==> config.mk <==
export PLATFORM = sky130hd
export DESIGN_NAME = button_debounce_autorepeat_unit_flat
export DESIGN_NICKNAME = d
export VERILOG_FILES = /design/src/rtl/bda_pkg.sv /design/src/rtl/bda_in_if.sv /design/src/rtl/bda_out_if.sv /design/src/rtl/bda_cfg_regs.sv /design/src/rtl/bda_step.sv /design/src/rtl/button_debounce_autorepeat_unit.sv /design/src/flat_wrapper.sv
export SDC_FILE = /design/constraint.sdc
export NUM_CORES = 1
export LEC_CHECK = 0
export BUFFER_PORTS_ARGS = -buffer_cell sky130_fd_sc_hd__buf_2
export CAP_MARGIN = 15
export CORE_MARGIN = 2
export CORE_UTILIZATION = 55
export DETAILED_ROUTE_END_ITERATION = 10
export GPL_TIMING_DRIVEN = 0
export PLACE_DENSITY = 0.8
export SETUP_SLACK_MARGIN = 0.5
export SLEW_MARGIN = 15
export SYNTH_ARGS = -nofsm -noshare
export SYNTH_HDL_FRONTEND = slang
export SYNTH_SLANG_ARGS = --single-unit
export TNS_END_PERCENT = 1
==> constraint.sdc <==
create_clock -name clk -period 7.3 [get_ports clk]
set_clock_uncertainty 0.1 [all_clocks]
set_input_delay 1.095 -clock clk [delete_from_list [all_inputs] [get_ports clk]]
set_output_delay 1.095 -clock clk [all_outputs]
set_load 0.05 [all_outputs]
==> src/rtl/bda_pkg.sv <==
package bda_pkg;

  // fixed field widths
  localparam int LEVEL_W  = 5;
  localparam int BUTTON_W = 3;
  localparam int COUNT_W  = 16;
  localparam int CFG_W    = 16;
  localparam int CFG_IDX_W = 2;

  // register reset values
  localparam logic [COUNT_W-1:0]  DEBOUNCE_RST    = 16'd20;
  localparam logic [COUNT_W-1:0]  HOLD_DELAY_RST  = 16'd200;
  localparam logic [COUNT_W-1:0]  REPEAT_RST      = 16'd60;
  localparam logic [LEVEL_W-1:0]  REPEAT_MASK_RST = 5'd6;
  localparam logic [COUNT_W-1:0]  COUNT_SAT       = '1;

  // configuration register indexes
  typedef enum logic [CFG_IDX_W-1:0] {
    REG_DEBOUNCE    = 2'd0,
    REG_HOLD_DELAY  = 2'd1,
    REG_REPEAT      = 2'd2,
    REG_REPEAT_MASK = 2'd3
  } cfg_idx_t;

  typedef struct packed {
    logic [COUNT_W-1:0] debounce_ms;
    logic [COUNT_W-1:0] hold_delay_ms;
    logic [COUNT_W-1:0] repeat_ms;
    logic [LEVEL_W-1:0] repeat_mask;
  } cfg_t;

  typedef struct packed {
    logic                valid;
    logic [BUTTON_W-1:0] button;
    logic                is_repeat;
  } evt_t;

  // saturating increment of a tick counter
  function automatic logic [COUNT_W-1:0] inc_sat(input logic [COUNT_W-1:0] v);
    inc_sat = (v == COUNT_SAT) ? COUNT_SAT : v + 1'b1;
  endfunction

endpackage

==> src/rtl/bda_in_if.sv <==
interface bda_in_if
  import bda_pkg::*;
();
  logic               valid;
  logic               ready;
  logic [LEVEL_W-1:0] button_levels;

  modport source (output valid, output button_levels, input ready);
  modport sink   (input valid, input button_levels, output ready);
endinterface

==> src/rtl/bda_out_if.sv <==
interface bda_out_if
  import bda_pkg::*;
();
  logic                valid;
  logic                ready;
  logic [BUTTON_W-1:0] button;
  logic                is_repeat;

  modport source (output valid, output button, output is_repeat, input ready);
  modport sink   (input valid, input button, input is_repeat, output ready);
endinterface

==> src/rtl/bda_cfg_regs.sv <==
module bda_cfg_regs
  import bda_pkg::*;
(
  input  logic                 clk,
  input  logic                 rst_n,
  input  logic                 cfg_we,
  input  logic [CFG_IDX_W-1:0] cfg_idx,
  input  logic [CFG_W-1:0]     cfg_wdata,
  output cfg_t                 cfg
);

  cfg_t cfg_r;

  // register file, to be written only while the block is idle; the user must ensure this, the block does not enforce it
  always_ff @(posedge clk) begin
    if (!rst_n) begin
      cfg_r.debounce_ms   <= DEBOUNCE_RST;
      cfg_r.hold_delay_ms <= HOLD_DELAY_RST;
      cfg_r.repeat_ms     <= REPEAT_RST;
      cfg_r.repeat_mask   <= REPEAT_MASK_RST;
    end else if (cfg_we) begin
      unique case (cfg_idx_t'(cfg_idx))
        REG_DEBOUNCE:    cfg_r.debounce_ms   <= cfg_wdata;
        REG_HOLD_DELAY:  cfg_r.hold_delay_ms <= cfg_wdata;
        REG_REPEAT:      cfg_r.repeat_ms     <= cfg_wdata;
        REG_REPEAT_MASK: cfg_r.repeat_mask   <= cfg_wdata[LEVEL_W-1:0];
        default:         cfg_r.repeat_mask   <= cfg_r.repeat_mask;
      endcase
    end
  end

  assign cfg = cfg_r;

endmodule

==> src/rtl/bda_step.sv <==
module bda_step
  import bda_pkg::*;
#(
  parameter int NUM_BUTTONS = 5
) (
  input  logic               clk,
  input  logic               rst_n,
  input  logic               step_en,
  input  logic [LEVEL_W-1:0] levels_in,
  input  cfg_t               cfg,
  output evt_t               evt
);

  localparam logic [LEVEL_W-1:0] BTN_MASK = LEVEL_W'(((1 << NUM_BUTTONS) - 1) & 31);

  logic [LEVEL_W-1:0]  prev_levels_r, prev_levels_nxt;
  logic                deb_active_r, deb_active_nxt;
  logic [COUNT_W-1:0]  deb_count_r, deb_count_nxt;
  logic [BUTTON_W-1:0] pending_r, pending_nxt;
  logic                hold_valid_r, hold_valid_nxt;
  logic [BUTTON_W-1:0] held_r, held_nxt;
  logic [COUNT_W-1:0]  held_time_r, held_time_nxt;
  logic [COUNT_W-1:0]  since_rep_r, since_rep_nxt;

  logic [LEVEL_W-1:0]  levels;
  logic [7:0]          levels8;
  logic [7:0]          mask8;
  logic [LEVEL_W-1:0]  edges;
  logic [BUTTON_W-1:0] top_edge;
  logic [COUNT_W-1:0]  deb_inc;
  logic [COUNT_W-1:0]  ht_inc;
  logic                pressed;

  assign levels  = levels_in & BTN_MASK;
  assign levels8 = {3'b000, levels};
  assign mask8   = {3'b000, cfg.repeat_mask};
  assign edges   = prev_levels_r & ~levels & BTN_MASK;
  assign deb_inc = inc_sat(deb_count_r);
  assign ht_inc  = inc_sat(held_time_r);

  // highest-numbered falling edge wins
  always_comb begin
    top_edge = '0;
    for (int i = 0; i < LEVEL_W; i++) begin
      if (edges[i]) begin
        top_edge = BUTTON_W'(i);
      end
    end
  end

  // next state and event for one tick
  always_comb begin
    prev_levels_nxt = levels;
    deb_active_nxt  = deb_active_r;
    deb_count_nxt   = deb_count_r;
    pending_nxt     = pending_r;
    hold_valid_nxt  = hold_valid_r;
    held_nxt        = held_r;
    held_time_nxt   = held_time_r;
    since_rep_nxt   = inc_sat(since_rep_r);
    pressed         = 1'b0;
    evt             = '0;

    // debounce window
    if (deb_active_r) begin
      deb_count_nxt = deb_inc;
      if (deb_inc >= cfg.debounce_ms) begin
        deb_active_nxt = 1'b0;
        if (!levels8[pending_r]) begin
          pressed        = 1'b1;
          hold_valid_nxt = 1'b1;
          held_nxt       = pending_r;
          held_time_nxt  = '0;
          evt.valid      = 1'b1;
          evt.button     = pending_r;
          evt.is_repeat  = 1'b0;
        end
      end
    end else if (edges != '0) begin
      pending_nxt    = top_edge;
      deb_active_nxt = 1'b1;
      deb_count_nxt  = '0;
    end

    // hold tracking and auto repeat
    if (hold_valid_r && !pressed) begin
      if (levels8[held_r]) begin
        hold_valid_nxt = 1'b0;
      end else begin
        held_time_nxt = ht_inc;
        if (mask8[held_r] && ht_inc >= cfg.hold_delay_ms &&
            since_rep_nxt >= cfg.repeat_ms) begin
          since_rep_nxt = '0;
          evt.valid     = 1'b1;
          evt.button    = held_r;
          evt.is_repeat = 1'b1;
        end
      end
    end
  end

  // tracking state
  always_ff @(posedge clk) begin
    if (!rst_n) begin
      prev_levels_r <= BTN_MASK;
      deb_active_r  <= 1'b0;
      deb_count_r   <= '0;
      pending_r     <= '0;
      hold_valid_r  <= 1'b0;
      held_r        <= '0;
      held_time_r   <= '0;
      since_rep_r   <= COUNT_SAT;
    end else if (step_en) begin
      prev_levels_r <= prev_levels_nxt;
      deb_active_r  <= deb_active_nxt;
      deb_count_r   <= deb_count_nxt;
      pending_r     <= pending_nxt;
      hold_valid_r  <= hold_valid_nxt;
      held_r        <= held_nxt;
      held_time_r   <= held_time_nxt;
      since_rep_r   <= since_rep_nxt;
    end
  end

endmodule

==> src/rtl/button_debounce_autorepeat_unit.sv <==
// Button debounce with auto repeat. Each input word is one 1 ms tick carrying
// the active-low levels of the buttons; each output word is a button code with
// is_repeat clear for a confirmed press and set for an auto repeat event. A
// tick produces at most one word. The block takes one tick per clock cycle when
// the result register is free or being drained; a tick waits in the input
// register until then and its result is loaded into the result register, from
// which the word is offered. A new tick can enter the input register while an earlier
// result still waits. Registers: 0 debounce window, 1 hold delay before
// repeats, 2 repeat interval (all in ticks) and 3 repeat mask; write them only
// while the block is idle.
module button_debounce_autorepeat_unit
  import bda_pkg::*;
#(
  parameter int NUM_BUTTONS = 5
) (
  input  logic                 clk,
  input  logic                 rst_n,
  bda_in_if.sink               in_if,
  bda_out_if.source            out_if,
  input  logic                 cfg_we,
  input  logic [CFG_IDX_W-1:0] cfg_idx,
  input  logic [CFG_W-1:0]     cfg_wdata
);

  cfg_t cfg;
  evt_t evt;

  logic                s1_valid_r;
  logic [LEVEL_W-1:0]  s1_levels_r;
  logic                s1_adv;
  logic                out_valid_r;
  logic [BUTTON_W-1:0] out_button_r;
  logic                out_rep_r;

  bda_cfg_regs u_cfg (
    .clk       (clk),
    .rst_n     (rst_n),
    .cfg_we    (cfg_we),
    .cfg_idx   (cfg_idx),
    .cfg_wdata (cfg_wdata),
    .cfg       (cfg)
  );

  // tick advances when the result register is free or being drained
  assign s1_adv      = s1_valid_r && (!out_valid_r || out_if.ready);
  assign in_if.ready = !s1_valid_r || s1_adv;

  // input register
  always_ff @(posedge clk) begin
    if (!rst_n) begin
      s1_valid_r <= 1'b0;
    end else if (in_if.ready) begin
      s1_valid_r <= in_if.valid;
    end
  end

  always_ff @(posedge clk) begin
    if (in_if.valid && in_if.ready) begin
      s1_levels_r <= in_if.button_levels;
    end
  end

  bda_step #(
    .NUM_BUTTONS (NUM_BUTTONS)
  ) u_step (
    .clk       (clk),
    .rst_n     (rst_n),
    .step_en   (s1_adv),
    .levels_in (s1_levels_r),
    .cfg       (cfg),
    .evt       (evt)
  );

  // result register
  always_ff @(posedge clk) begin
    if (!rst_n) begin
      out_valid_r <= 1'b0;
    end else if (s1_adv) begin
      out_valid_r <= evt.valid;
    end else if (out_if.ready) begin
      out_valid_r <= 1'b0;
    end
  end

  always_ff @(posedge clk) begin
    if (s1_adv && evt.valid) begin
      out_button_r <= evt.button;
      out_rep_r    <= evt.is_repeat;
    end
  end

  assign out_if.valid     = out_valid_r;
  assign out_if.button    = out_button_r;
  assign out_if.is_repeat = out_rep_r;

endmodule

==> src/flat_wrapper.sv <==
// flat-port wrapper written by rule: the top's interface ports become plain ports
module button_debounce_autorepeat_unit_flat import bda_pkg::*;
#(
  parameter int NUM_BUTTONS = 5
)
  (clk, rst_n, cfg_we, cfg_idx, cfg_wdata, in_if_valid, in_if_button_levels, in_if_ready, out_if_valid, out_if_button, out_if_is_repeat, out_if_ready);
  bda_in_if in_if_i ();
  bda_out_if out_if_i ();
  input  logic clk;
  input  logic rst_n;
  input  logic cfg_we;
  input  logic [CFG_IDX_W-1:0] cfg_idx;
  input  logic [CFG_W-1:0] cfg_wdata;
  input wire logic [$bits(in_if_i.valid)-1:0] in_if_valid;
  input wire logic [$bits(in_if_i.button_levels)-1:0] in_if_button_levels;
  output wire logic [$bits(in_if_i.ready)-1:0] in_if_ready;
  output wire logic [$bits(out_if_i.valid)-1:0] out_if_valid;
  output wire logic [$bits(out_if_i.button)-1:0] out_if_button;
  output wire logic [$bits(out_if_i.is_repeat)-1:0] out_if_is_repeat;
  input wire logic [$bits(out_if_i.ready)-1:0] out_if_ready;
  assign in_if_i.valid = in_if_valid;
  assign in_if_i.button_levels = in_if_button_levels;
  assign in_if_ready = in_if_i.ready;
  assign out_if_valid = out_if_i.valid;
  assign out_if_button = out_if_i.button;
  assign out_if_is_repeat = out_if_i.is_repeat;
  assign out_if_i.ready = out_if_ready;
  button_debounce_autorepeat_unit #(.NUM_BUTTONS(NUM_BUTTONS)) u_core (.clk(clk), .rst_n(rst_n), .in_if(in_if_i), .out_if(out_if_i), .cfg_we(cfg_we), .cfg_idx(cfg_idx), .cfg_wdata(cfg_wdata));
endmodule
After elaboration in Yosys (flattened, before gate mapping)

Cells that the tools add are included.

Memories: 0
Bits in writable memories: 0
Bits in read-only memories: 0
Bits in registers: 125
Bits in latches: 0
Output and inout port bits: 6
Bits of input ports: 28
Logic and storage cells: 99

Divide/modulo/power cells: 0
Equal/unequal tests: 6
$add $sub $neg: 3
Shifts and indexed selects: 0
Bitwise operators: 4
Multiplexer cells: 42
Reductions and logical operators: 22
$lt $le $gt $ge: 5
Multipliers: 0

Operator list:

| operator                                                               | number |
|---|---|
| 16-bit two-way mux                                                     | 13 |
| 16-bit by 1-bit adder with 16-bit output (second input constant)       | 3 |
| 16-bit equality test (second input constant)                           | 3 |
| 16-bit greater-or-equal comparator                                     | 3 |
| 5-bit two-way mux                                                      | 6 |
| 1-bit two-way mux                                                      | 17 |
| 2-bit AND reduction                                                    | 5 |
| 1-bit binary-select mux with 3-bit select                              | 3 |
| 3-bit two-way mux                                                      | 3 |
| 3-bit by 4-bit < comparator with 1-bit output (second input constant)  | 2 |
| 1-bit logical AND                                                      | 6 |
| 5-bit AND                                                              | 1 |
| 5-bit NOT                                                              | 1 |
| 5-bit nonzero test                                                     | 1 |
| 2-bit equality test (second input constant)                            | 2 |
| 4-bit AND reduction                                                    | 1 |
| 2-bit nonzero test                                                     | 2 |
| 1-bit logical NOT                                                      | 3 |
| 3-bit AND reduction                                                    | 1 |
| 2-bit by 1-bit equality test with 1-bit output (second input constant) | 1 |
| 2-bit logical NOT                                                      | 1 |
| 1-bit logical OR                                                       | 2 |
| 1-bit NOT                                                              | 2 |

Longest topological paths before layout

Gate-level depths: netlist (run 1).

Depth in word-level cells: 9
Depth in mapped cells: 16
Gate-level depth less buffers: 15

Cells and area by module

From an unflattened synthesis (run 1), not the netlist that was laid out.

Cells, all modules: 856
Area, all modules: 7292.0 um^2

By module, submodules not included:

| module                          | area each (um^2) | instances | cells each | seq. area each (um^2) |
|---|---|---|---|---|
| bda_step                        | 4843.4           | 1         | 632        | 1221.2 |
| bda_cfg_regs                    | 2065.7           | 1         | 202        | 1061.0 |
| button_debounce_autorepeat_unit | 382.9            | 1         | 22         | 310.3 |

Worst setup path after synthesis (run 1)

No wires, ideal clock.

Path type: flip-flop to flip-flop
From: register u_core.u_step.deb_count_r[0]
To: register u_core.out_button_r[0] (netlist: u_core.out_if.button[0]) (enable)
Slack: 3.765 ns
Library setup time: 0.269 ns
Data arrival time: 3.166 ns
Path buffers: 3
Stages on the path, launching flop included: 17
Period minus slack after synthesis: 3.535 ns
Required time: 6.931 ns
Cell sequence: dfxtp_1 ha_1 and3_1 clkbuf_1 and2_1 nand3_1 buf_2 nand2_1 ha_1 a211oi_1 o21ai_1 a31o_1 a211o_1 and4_4 buf_2 nor2b_1 nor2_1

Word-level cells in the longest chain between the ends: 9
Elaborated cells on any way between the ends: 14
Those cells by class: add/sub: 1; order compare: 1; eq/ne: 1; mux: 8; reduce/logical: 3

Ends and longest elaborated chain:

| what                                                                                    | line                                  | source |
|---|---|---|
| start: declaration                                                                      | bda_step.sv:18                        | `logic [COUNT_W-1:0] deb_count_r, deb_count_nxt;` |
| start signal: assignment                                                                | bda_step.sv:116                       | `deb_count_r <= deb_count_nxt;` |
| 16-bit by 1-bit adder with 16-bit output / 16-bit equality test (equally long branches) | bda_pkg.sv:40                         | `inc_sat = (v == COUNT_SAT) ? COUNT_SAT : v + 1'b1;` |
| 16-bit two-way mux (*)                                                                  | bda_pkg.sv:40                         |  |
| 16-bit greater-or-equal comparator (*)                                                  | bda_step.sv:67                        | `if (deb_inc >= cfg.debounce_ms) begin` |
| 5-bit two-way mux / 1-bit two-way mux (equally long branches)                           | bda_step.sv:67                        |  |
| 5-bit two-way mux / 1-bit two-way mux (equally long branches)                           | bda_step.sv:65                        | `if (deb_active_r) begin` |
| 5-bit two-way mux / 1-bit logical NOT (equally long branches)                           | bda_step.sv:91, bda_step.sv:86        |  |
| 5-bit two-way mux / 1-bit logical AND (equally long branches)                           | bda_step.sv:87, bda_step.sv:86        |  |
| 5-bit two-way mux (*)                                                                   | bda_step.sv:86                        | `if (hold_valid_r && !pressed) begin` |
| 1-bit logical AND (*)                                                                   | button_debounce_autorepeat_unit.sv:86 | `if (s1_adv && evt.valid) begin` |
| end signal: assignment                                                                  | button_debounce_autorepeat_unit.sv:87 | `out_button_r <= evt.button;` |
| end: declaration                                                                        | button_debounce_autorepeat_unit.sv:32 | `logic [BUTTON_W-1:0] out_button_r;` |

Mark *: on every way between the ends. The rest lies on a longest branch, timed or not.
A chain may end at the register's enable or synchronous reset.

Worst setup path after layout (run 1)

Same ends and word-level chain as after synthesis.

==> results of run 1 <==
[worst max-delay path: stages (launching register included)]
cell and delay (ns):
dfxtp_1 0.35, ha_1 0.28, and3_1 0.19, clkbuf_1 0.15, and2_1 0.19, nand3_1 0.26
buf_2 0.28, nand2_1 0.09, ha_1 0.30, nand4_1 0.15, nor4_1 0.36, a211o_1 0.28
and4_4 0.33, buf_2 0.24, nor2b_1 0.07, nor2_1 0.27
[per-layer routing]
metal / track usage / routed length (um) / up-vias
li1: - / - / 3016
met1: 0.311 / 7150 / 2751
met2: 0.434 / 7930 / 181
met3: 0.0576 / 935 / 43
met4: 0.113 / 470 / 0
met5: 0 / 0 / -
[layout make-up]
type / count / area share
clock inverter: 14 / 0.0191
tap: 172 / 0.0271
inverter: 55 / 0.0260
sequential: 125 / 0.327
multi-input combinational: 617 / 0.507
clock buffer: 18 / 0.0541
buffer: 34 / 0.0196
timing repair buffer: 32 / 0.0202
[sequential cells by signal, indices dropped and copies added, names as in the netlist, 3 cells and up]
signal and count:
u_core.u_cfg.cfg 53, u_core.u_step.deb_count_r 16, u_core.u_step.held_time_r 16, u_core.u_step.since_rep_r 16, u_core.s1_levels_r 5, u_core.u_step.prev_levels_r 5
u_core.out_if.button 3, u_core.u_step.held_r 3, u_core.u_step.pending_r 3
[cell families after synthesis]
logic type / share of synthesized area
fa+ha+maj: 0.0915
mux: 0.0321
xor+xnor: 0.0352
simple gates: 0.229
flops: 0.372
compound gates: 0.188
buf+inv: 0.0519
[layout by cell type, fill, tap and decap left out, types with 15 or more instances in the layout]
cell       instances
dfxtp_1          116
inv_1             55
o21ai_0           25
xor2_1            15
nor2b_1           21
ha_1              51
nor2_1            34
a21oi_1           38
nand3_1           30
a21boi_0          39
clkbuf_1          28
nand2_1          173
buf_2             36
clkbuf_16         17
[path summary, 6_finish.rpt]
| check | startpoint | to | slack, ns |
|---|---|---|---|
| worst max-delay path | u_core.u_step.deb_count_r[0]$_SDFFE_PN0P_ | u_core.out_if.button[0]$_DFFE_PP_ | 3.09 |
| worst min-delay path | u_core.u_step.prev_levels_r[0]$_SDFFE_PN1P_ | u_core.u_step.prev_levels_r[0]$_SDFFE_PN1P_ | 0.36 |
| worst max register to register | u_core.u_step.deb_count_r[0]$_SDFFE_PN0P_ | u_core.out_if.button[0]$_DFFE_PP_ | 3.09 |
| worst min register to register | u_core.u_step.prev_levels_r[0]$_SDFFE_PN1P_ | u_core.u_step.prev_levels_r[0]$_SDFFE_PN1P_ | 0.36 |
[per-stage QoR]
step,hold slack [ns],instance area (um2)
after floorplan,0.333,6970
after global placement,0.349,7350
after detailed placement,0.349,7350
after CTS,0.362,7930
after global routing,0.371,7930
final,0.360,7930
[report_power, final]
| group | leakage, nW | total, mW | switching (mW) | internal, mW |
|---|---|---|---|---|
| combinational | 2.02 | 1.14 | 0.654 | 0.483 |
| sequential | 1.03 | 0.810 | 0.0635 | 0.747 |
| clock | 0.277 | 0.838 | 0.309 | 0.529 |
| total | 3.34 | 2.79 | 1.03 | 1.76 |
==> impl_metrics.tcl, run 1 <==
set metrics [dict create \
    gr-total-overflow 0 \
    synth-edff-count 9 \
    seq_area_mm2 0.00259 \
    yosysSeqAreaShare 0.372 \
    io_buffers 32 \
    fillCellCount 1079 \
    layout_worst_path_cycle_share 0.576 \
    vias_per_cell 5.61 \
    clk_root_buffer_cell "clkbuf_16" \
    fmax_mhz 238 \
    period_needed_ns 4.21 \
    tightest_slew_ns 1.01 \
    power_mw 2.79 \
    hold_path_class "flip-flop to flip-flop" \
    yosysUniqueCellTypes 64 \
    synth_top_cell_area_share 0.333 \
    pin_count 34 \
    cts_buffers 17 \
    path_class "flip-flop to flip-flop" \
    synth_area_mm2 0.00697 \
    irDropWorstVdd_mv 0.378 \
    grt_max_degree 17 \
    antenna_cells 0 \
    cp-end-kind "flip-flop" \
    drv_slew 0 \
    rsz0062_at_grt "no" \
    die_area_mm2 0.0136 \
    multi_input_area_mm2 0.00402 \
    fin_setup_tns_ns 0 \
    setup_ws_ns 3.09 \
    synth_most_common_cell "nand2_1" \
    ctsLongestPathBuffers 2 \
    grt.total_usage 0.256 \
    status "finished clean" \
    avgSynthCellArea_um2 8.39 \
    post-route-drc-count 0 \
    clkSlewWorstSetupHoldPaths_ns 0.06 \
    maxCapViolCount 0 \
    antenna_found_initial 0 \
    cp-start-kind "flip-flop" \
    ctsHtreeMaxLevel 4 \
    wl_mm 16.5 \
    post-place-ws_ns 3.15 \
    dp_hpwl_mm 12.0 \
    required_ns 7.30 \
    crit_arrival_ns 4.20 \
    layout.nets 961 \
    postCtsHoldBufs 0 \
    cts_tree "yes" \
    ys_seq_elements 125 \
    syn-num-nets 910 \
    hold_viol_final 0 \
    dieHeight_um 117 \
    grt_pass1_vias 5588 \
    die_w_um 117 \
    grt_pass1_wl_mm 26.7 \
    clock_latency_ns 0.43 \
    fin_cells 1067 \
    routed-via-count 5991 \
    drtAntennaViolNets 0 \
    synthArstFlopShare 0 \
    gp_congestion 0.889 \
    drt_iter0_drc 502 \
    synth_common_cells "nand2_1, dfxtp_1, inv_1" \
    firstDrtPassIters 5 \
    synth_ff_type "dfxtp_1" \
    post-cts-setup-buffers 0 \
    utilization 0.633 \
    crit_fanout 10 \
    core_mm2 0.0125 \
    slew_headroom 0.324 \
    layout-drive-gt1-share 0.101 \
    rows 41 \
    synth_area_leaders "dfxtp_1, nand2_1, ha_1" \
    dp.cells 1035 \
    p_leak_nw 3.34 \
    start_util 0.557 \
    syn-instance-count 831 \
    ctsResizeCount 0 \
    yosys.area.top_type "dfxtp_1" \
    synthToLayoutAreaGrowth_pct 13.7 \
    reg2regPathDepth 15 \
    cts_sinks 125 \
    setup_violations 0 \
    hold_depth 2 \
    cellPowerDensity_mw_per_mm2 351 \
    wire_per_inst_um 15.5 \
    yosysWarnings 0 \
]
Note: power is estimated with default switching activity, not from simulation.
==> run 2: changes to the inputs <==
- ABC_AREA: unset -> 1
- clock period: 7.3 -> 3.9 ns (I/O delays scaled with it)
==> run 2 against run 1 <==
Compared with the run above: synthesized cell count up 25%; power is 23% higher; maximum frequency is 26% higher; critical path depth is 1 higher; combinational power shrank 56%; via count is 18% higher; sequential power rose by 73%; flip-flop and latch count is the same; global-route usage grew 0.76 points; non-clock buffer count grew 18; worst hold slack worse by 0.13 ns.
==> impl_metrics.tcl, run 2 <==
set metrics [dict create \
    grt_max_degree 17 \
    io_buffers 32 \
    fin_cells 1295 \
    busiest_layer "met2" \
    grt.total_usage 0.263 \
    period_needed_ns 3.34 \
    largest_reg_flops 53 \
    fmax_mhz 299 \
    antenna_cells 0 \
    syn-num-nets 1119 \
    firstDrtPassIters 5 \
    dp_hpwl_mm 13.6 \
    synth_area_leaders "dfxtp_1, nand2_1, ha_1" \
    clkSlewWorstSetupHoldPaths_ns 0.06 \
    die_w_um 120 \
    avgSynthCellArea_um2 7.11 \
    status "finished clean" \
    cp-end-kind "flip-flop" \
    ys_seq_elements 125 \
    cts_sinks 125 \
    synth_common_cells "nand2_1, inv_1, dfxtp_1" \
    slew_headroom 0.506 \
    layout_worst_path_cycle_share 0.857 \
    cp_cell_sequence "ha_1 > nand3_2 > nor3_4 > nand4_2 > buf_6 > nand3_2 > ha_1 > a21oi_1 > o21ai_0 > a21oi_1 > nand3_1 > nand2_1 > nor2_4 > nand2_4 > buf_8 > o22ai_2" \
    drtAntennaViolNets 0 \
    cellPowerDensity_mw_per_mm2 398 \
    synth_top_cell_area_share 0.314 \
    required_ns 3.97 \
    clock_latency_ns 0.42 \
    yosysSeqAreaShare 0.350 \
    use_met1 0.345 \
    cts_buffers 17 \
    yosysWarnings 0 \
    dieHeight_um 120 \
    drt_iter0_drc 533 \
    fin_setup_tns_ns 0 \
    cts_tree "yes" \
    hold_viol_final 0 \
    cp_slowest_stage_delay_ns 0.38 \
    synth_most_common_cell "nand2_1" \
    fillCellCount 1126 \
    wl_mm 19.0 \
    die_area_mm2 0.0144 \
    internal_power_mw 2.42 \
    irDropWorstVdd_mv 0.392 \
    start_util 0.561 \
    grt_pass1_wl_mm 30.2 \
    final_common_cell "nand2_1" \
    core_mm2 0.0132 \
    synth-edff-count 9 \
    met3_usage 0.0532 \
    ctsHtreeMaxLevel 4 \
    layout.nets 1185 \
    grt_pass1_vias 6293 \
    crit_fanout 10 \
    setup_violations 0 \
    antenna_found_initial 0 \
    gr-total-overflow 0 \
    rsz0062_at_grt "yes" \
    rows 42 \
    maxCapViolCount 0 \
    dp.cells 1248 \
    final_cell_mix "nand2_1, inv_1, dfxtp_1" \
    post-route-drc-count 0 \
    tightest_slew_ns 0.735 \
    gp_congestion 0.941 \
    syn-instance-count 1040 \
    synth_ff_type "dfxtp_1" \
    drv_slew 0 \
    clk_root_buffer_cell "clkbuf_16" \
    seq_area_mm2 0.00260 \
    yosysUniqueCellTypes 45 \
    path_class "flip-flop to flip-flop" \
    seqPwrFrac 0.407 \
    synthArstFlopShare 0 \
    crit_arrival_ns 3.41 \
    crit_slowest_cell "dfxtp_2" \
    yosys.area.top_type "dfxtp_1" \
    p_leak_nw 3.94 \
    synthToLayoutAreaGrowth_pct 16.5 \
    routed-via-count 7079 \
    layout-drive-gt1-share 0.149 \
    multi_input_area_mm2 0.00418 \
    postCtsHoldBufs 0 \
    switching_share 0.293 \
    hold_path_class "primary input to flip-flop" \
    cp-start-kind "flip-flop" \
    wire_per_inst_um 14.6 \
    vias_per_cell 5.47 \
    p_clk_frac 0.445 \
    met2_usage 0.434 \
    pwr-share-comb 0.147 \
    ctsLongestPathBuffers 2 \
    synth_area_mm2 0.00740 \
    p_sw_mw 1.01 \
    pin_count 34 \
]
[run 2: cell count changes after synthesis, sizes merged, moves of 9 or more]
cell	change
inv	+99
a21oi	+74
nand2	+72
nand3	+45
o21ai	+41
a21boi	-39
nor2	+34
a22o	-23
nor2b	-21
o211ai	+18
mux2i	-13
and3	-12
and2	-9
xnor2	-9
[run 2: layer usage]
| layer | vias to the layer above | share of wire |
|---|---|---|
| met5 | - | 0 |
| met4 | 0 | 0.016 |
| met3 | 29 | 0.062 |
| met2 | 246 | 0.48 |
| met1 | 3229 | 0.44 |
| li1 | 3575 | - |
[run 2: cell families (layout without fill, tap and decap cells)]
group           after synthesis  count (layout)  share of synthesized area
compound gates              224             224                      0.170
xor+xnor                     15              15                     0.0178
fa+ha+maj                    51              51                     0.0863
buf+inv                     191             270                      0.102
flops                       125             125                      0.350
simple gates                434             434                      0.273
[run 2: per-stage QoR]
stage                     hold WS, ns  power, mW   util  cell area, um2  setup WS [ns]
after global routing            0.224       3.57  0.653            8620          0.266
after global placement          0.345       1.88  0.590            7780          0.481
after detailed placement        0.348       1.90  0.590            7780          0.402
final                           0.234       3.43  0.653            8620          0.558
after CTS                       0.229       3.41  0.633            8350          0.447
after floorplan                 0.329       1.77      -            7400          0.938
[run 2: what timing repair did]
action                     in CTS  in global routing
pin swaps                       0                  9
hold endpoints to repair        0                  0
resized for setup               2                 34
cloned                          0                  1
setup endpoints to repair      17                 45
buffers inserted                0                 14
[run 2: power by group through the flow]
stage / Sequential [mW] / Clock (mW) / Combinational, mW
global placement: 1.42 / 0 / 0.464
detailed placement: 1.42 / 0 / 0.478
global route: 1.40 / 1.59 / 0.574
CTS: 1.39 / 1.54 / 0.484
finish: 1.40 / 1.53 / 0.505
floorplan: 1.41 / 0 / 0.359
[run 2: cell type report]
cell class,instances,area share
sequential,125,0.301
inverter,154,0.0671
clock inverter,15,0.0157
buffer,37,0.0221
clock buffer,17,0.0494
tap,176,0.0255
multi-input combinational,724,0.485
timing repair buffer,47,0.0337
[run 2: worst paths after layout]
| path | from | endpoint | slack [ns] | cells after the start |
|---|---|---|---|---|
| max | u_core.u_step.held_time_r[0]$_SDFFE_PN0P_ | u_core.out_if.button[1]$_DFFE_PP_ | 0.56 | 16 |
| min | in_if_button_levels[4] | u_core.s1_levels_r[4]$_DFFE_PP_ | 0.23 | 1 |
| max reg2reg | u_core.u_step.held_time_r[0]$_SDFFE_PN0P_ | u_core.out_if.button[1]$_DFFE_PP_ | 0.56 | 16 |
| min reg2reg | u_core.u_cfg.cfg[0]$_SDFFE_PN0P_ | u_core.u_cfg.cfg[0]$_SDFFE_PN0P_ | 0.36 | 2 |
[run 2: critical path: cells and delay by family, from the launching register on]
kind | cells | cell delay (ns)
AND/OR/NAND/NOR | 8 | 1.29
AO/OA/AOI/OAI | 4 | 0.49
adder cells (fa/ha/maj) | 2 | 0.45
flip-flops | 1 | 0.38
buffers and inverters | 2 | 0.38
==> run 3: changes to the inputs <==
- PLACE_DENSITY: 0.8 -> 0.73
- clock period: 3.9 -> 3.95 ns (I/O delays scaled with it)
==> run 3 against run 2 <==
Compared with the run above: first-iteration DRC count rose by 25%; maximum frequency increased by 0.64%; sequential power about the same; global-route usage is 0.74 points higher; cell count grew 0.39%; worst hold slack better by 0.0032 ns.
==> impl_metrics.tcl, run 3 (same netlist as run 2, synthesis figures left out) <==
set metrics [dict create \
    status "finished clean" \
    final_area_mm2 0.00867 \
    ctsHtreeMaxLevel 4 \
    required_ns 4.22 \
    core_mm2 0.0132 \
    p_leak_nw 3.97 \
    placed_area_mm2 0.00778 \
    cts_buffers 17 \
    crit_fanout 7 \
    synthToLayoutAreaGrowth_pct 17.2 \
    internal_power_mw 2.46 \
    grt_pass1_wl_mm 30.8 \
    cts_sinks 125 \
    firstDrtPassIters 6 \
    gr-total-overflow 0 \
    crit_arrival_ns 3.59 \
    final_cell_mix "nand2_1, inv_1, dfxtp_1" \
    switching_share 0.286 \
    ff2ff_setup_slack_ns 0.63 \
    wire_per_inst_um 14.8 \
    io_buffers 32 \
    hold_path_class "primary input to flip-flop" \
    fin_setup_tns_ns 0 \
    fmax_mhz 301 \
    drt_iter0_drc 666 \
    irDropWorstVdd_mv 0.348 \
    grt_max_degree 17 \
    cts_tree "yes" \
    layout-drive-gt1-share 0.154 \
    rsz0062_at_grt "yes" \
    start_util 0.561 \
    slew_headroom 0.502 \
    tightest_slew_ns 0.748 \
    wl_mm 19.2 \
    ctsLongestPathBuffers 2 \
    postCtsHoldBufs 0 \
    cp-start-kind "flip-flop" \
    grt_pass1_vias 6462 \
    die_w_um 120 \
    layout.nets 1190 \
    seqPwrFrac 0.400 \
    antenna_found_initial 0 \
    utilization 0.657 \
    crit_path_start "u_core.u_step.deb_count_r[0]$_SDFFE_PN0P_" \
    cp-end-kind "flip-flop" \
    post-route-drc-count 0 \
    rows 42 \
    hold_viol_final 0 \
    period_needed_ns 3.32 \
    p_clk_frac 0.453 \
    clock_latency_ns 0.43 \
    pin_count 34 \
    dieHeight_um 120 \
    hp-start "in_if_button_levels[4]" \
    final_common_cell "nand2_1" \
    setup_violations 0 \
    fillCellCount 1172 \
    layout_worst_path_cycle_share 0.841 \
    maxCapViolCount 0 \
    dp_hpwl_mm 13.9 \
    power_mw 3.44 \
    clkSlewWorstSetupHoldPaths_ns 0.06 \
    path_class "flip-flop to flip-flop" \
    routed-via-count 7073 \
    drv_slew 0 \
    grt.total_usage 0.271 \
    cellPowerDensity_mw_per_mm2 397 \
    die_area_mm2 0.0144 \
    gp_congestion 0.896 \
    p_sw_mw 0.984 \
    antenna_cells 0 \
    drtAntennaViolNets 0 \
    r2r_start "u_core.u_step.deb_count_r[0]$_SDFFE_PN0P_" \
    vias_per_cell 5.44 \
    clk_root_buffer_cell "clkbuf_16" \
    largest_reg_flops 53 \
    pwr-share-comb 0.147 \
]
## run 3: final cells by class
type,instances,area (um2),share of cell area
multi-input cells,724,4160,0.479
flip-flops and latches,125,2610,0.300
inverters,154,578,0.0667
clock buffers,17,425,0.0491
repair buffers,52,338,0.0390
well taps,176,220,0.0254
plain buffers,37,188,0.0216
clock inverters,15,160,0.0185
## run 3: metrics by stage
step | hold slack (ns) | std cells | worst slack [ns]
6_report | 0.237 | 1300 | 0.629
5_1_grt | 0.224 | 1300 | 0.426
3_5_place_dp | 0.352 | 1248 | 0.502
4_1_cts | 0.234 | 1283 | 0.501
2_1_floorplan | 0.329 | 1040 | 0.988
3_3_place_gp | 0.350 | 1248 | 0.500
## run 3: worst paths after layout
| check | endpoint | cells past startpoint |
|---|---|---|
| worst min register to register | u_core.u_cfg.cfg[33]$_SDFFE_PN0P_ | 2 |
| worst min-delay path | u_core.s1_levels_r[4]$_DFFE_PP_ | 1 |
| worst max-delay path | u_core.u_step.held_time_r[10]$_SDFFE_PN0P_ | 21 |
| worst max register to register | u_core.u_step.held_time_r[10]$_SDFFE_PN0P_ | 21 |
## run 3: critical path, cell delays in order, from the launching register on
cell	delay (ns)
dfxtp_4	0.38
ha_4	0.15
nand3_2	0.10
nor2_4	0.14
nand2_2	0.10
nor2_2	0.16
nand3_2	0.15
buf_2	0.22
nand2_1	0.13
ha_1	0.25
a21oi_1	0.14
o21ai_0	0.09
a21oi_1	0.20
nand2_2	0.17
nand2_4	0.17
nand2_4	0.08
nor2_8	0.17
clkbuf_16	0.16
nand2_1	0.05
nand3_1	0.06
nand2_1	0.05
inv_1	0.04
## run 3: layer usage
| layer | up-vias | wire, um | GRT usage |
|---|---|---|---|
| met5 | - | 0 | 0 |
| met4 | 0 | 380 | 0.0941 |
| met3 | 35 | 1250 | 0.0551 |
| met2 | 256 | 8950 | 0.442 |
| met1 | 3203 | 8660 | 0.356 |
| li1 | 3579 | - | - |
## run 3: what timing repair did
| action | CTS | global route |
|---|---|---|
| pin swaps | 1 | 14 |
| setup endpoints to repair | 2 | 45 |
| cloned | 0 | 2 |
| resized for setup | 0 | 35 |
| buffers inserted | 3 | 15 |
## run 3: power groups by stage
stage | logic (mW) | clock network, mW | registers (mW)
6_report | 0.506 | 1.56 | 1.38
2_1_floorplan | 0.354 | 0 | 1.39
4_1_cts | 0.487 | 1.56 | 1.38
3_5_place_dp | 0.474 | 0 | 1.40
3_3_place_gp | 0.464 | 0 | 1.40
5_1_grt | 0.579 | 1.62 | 1.38
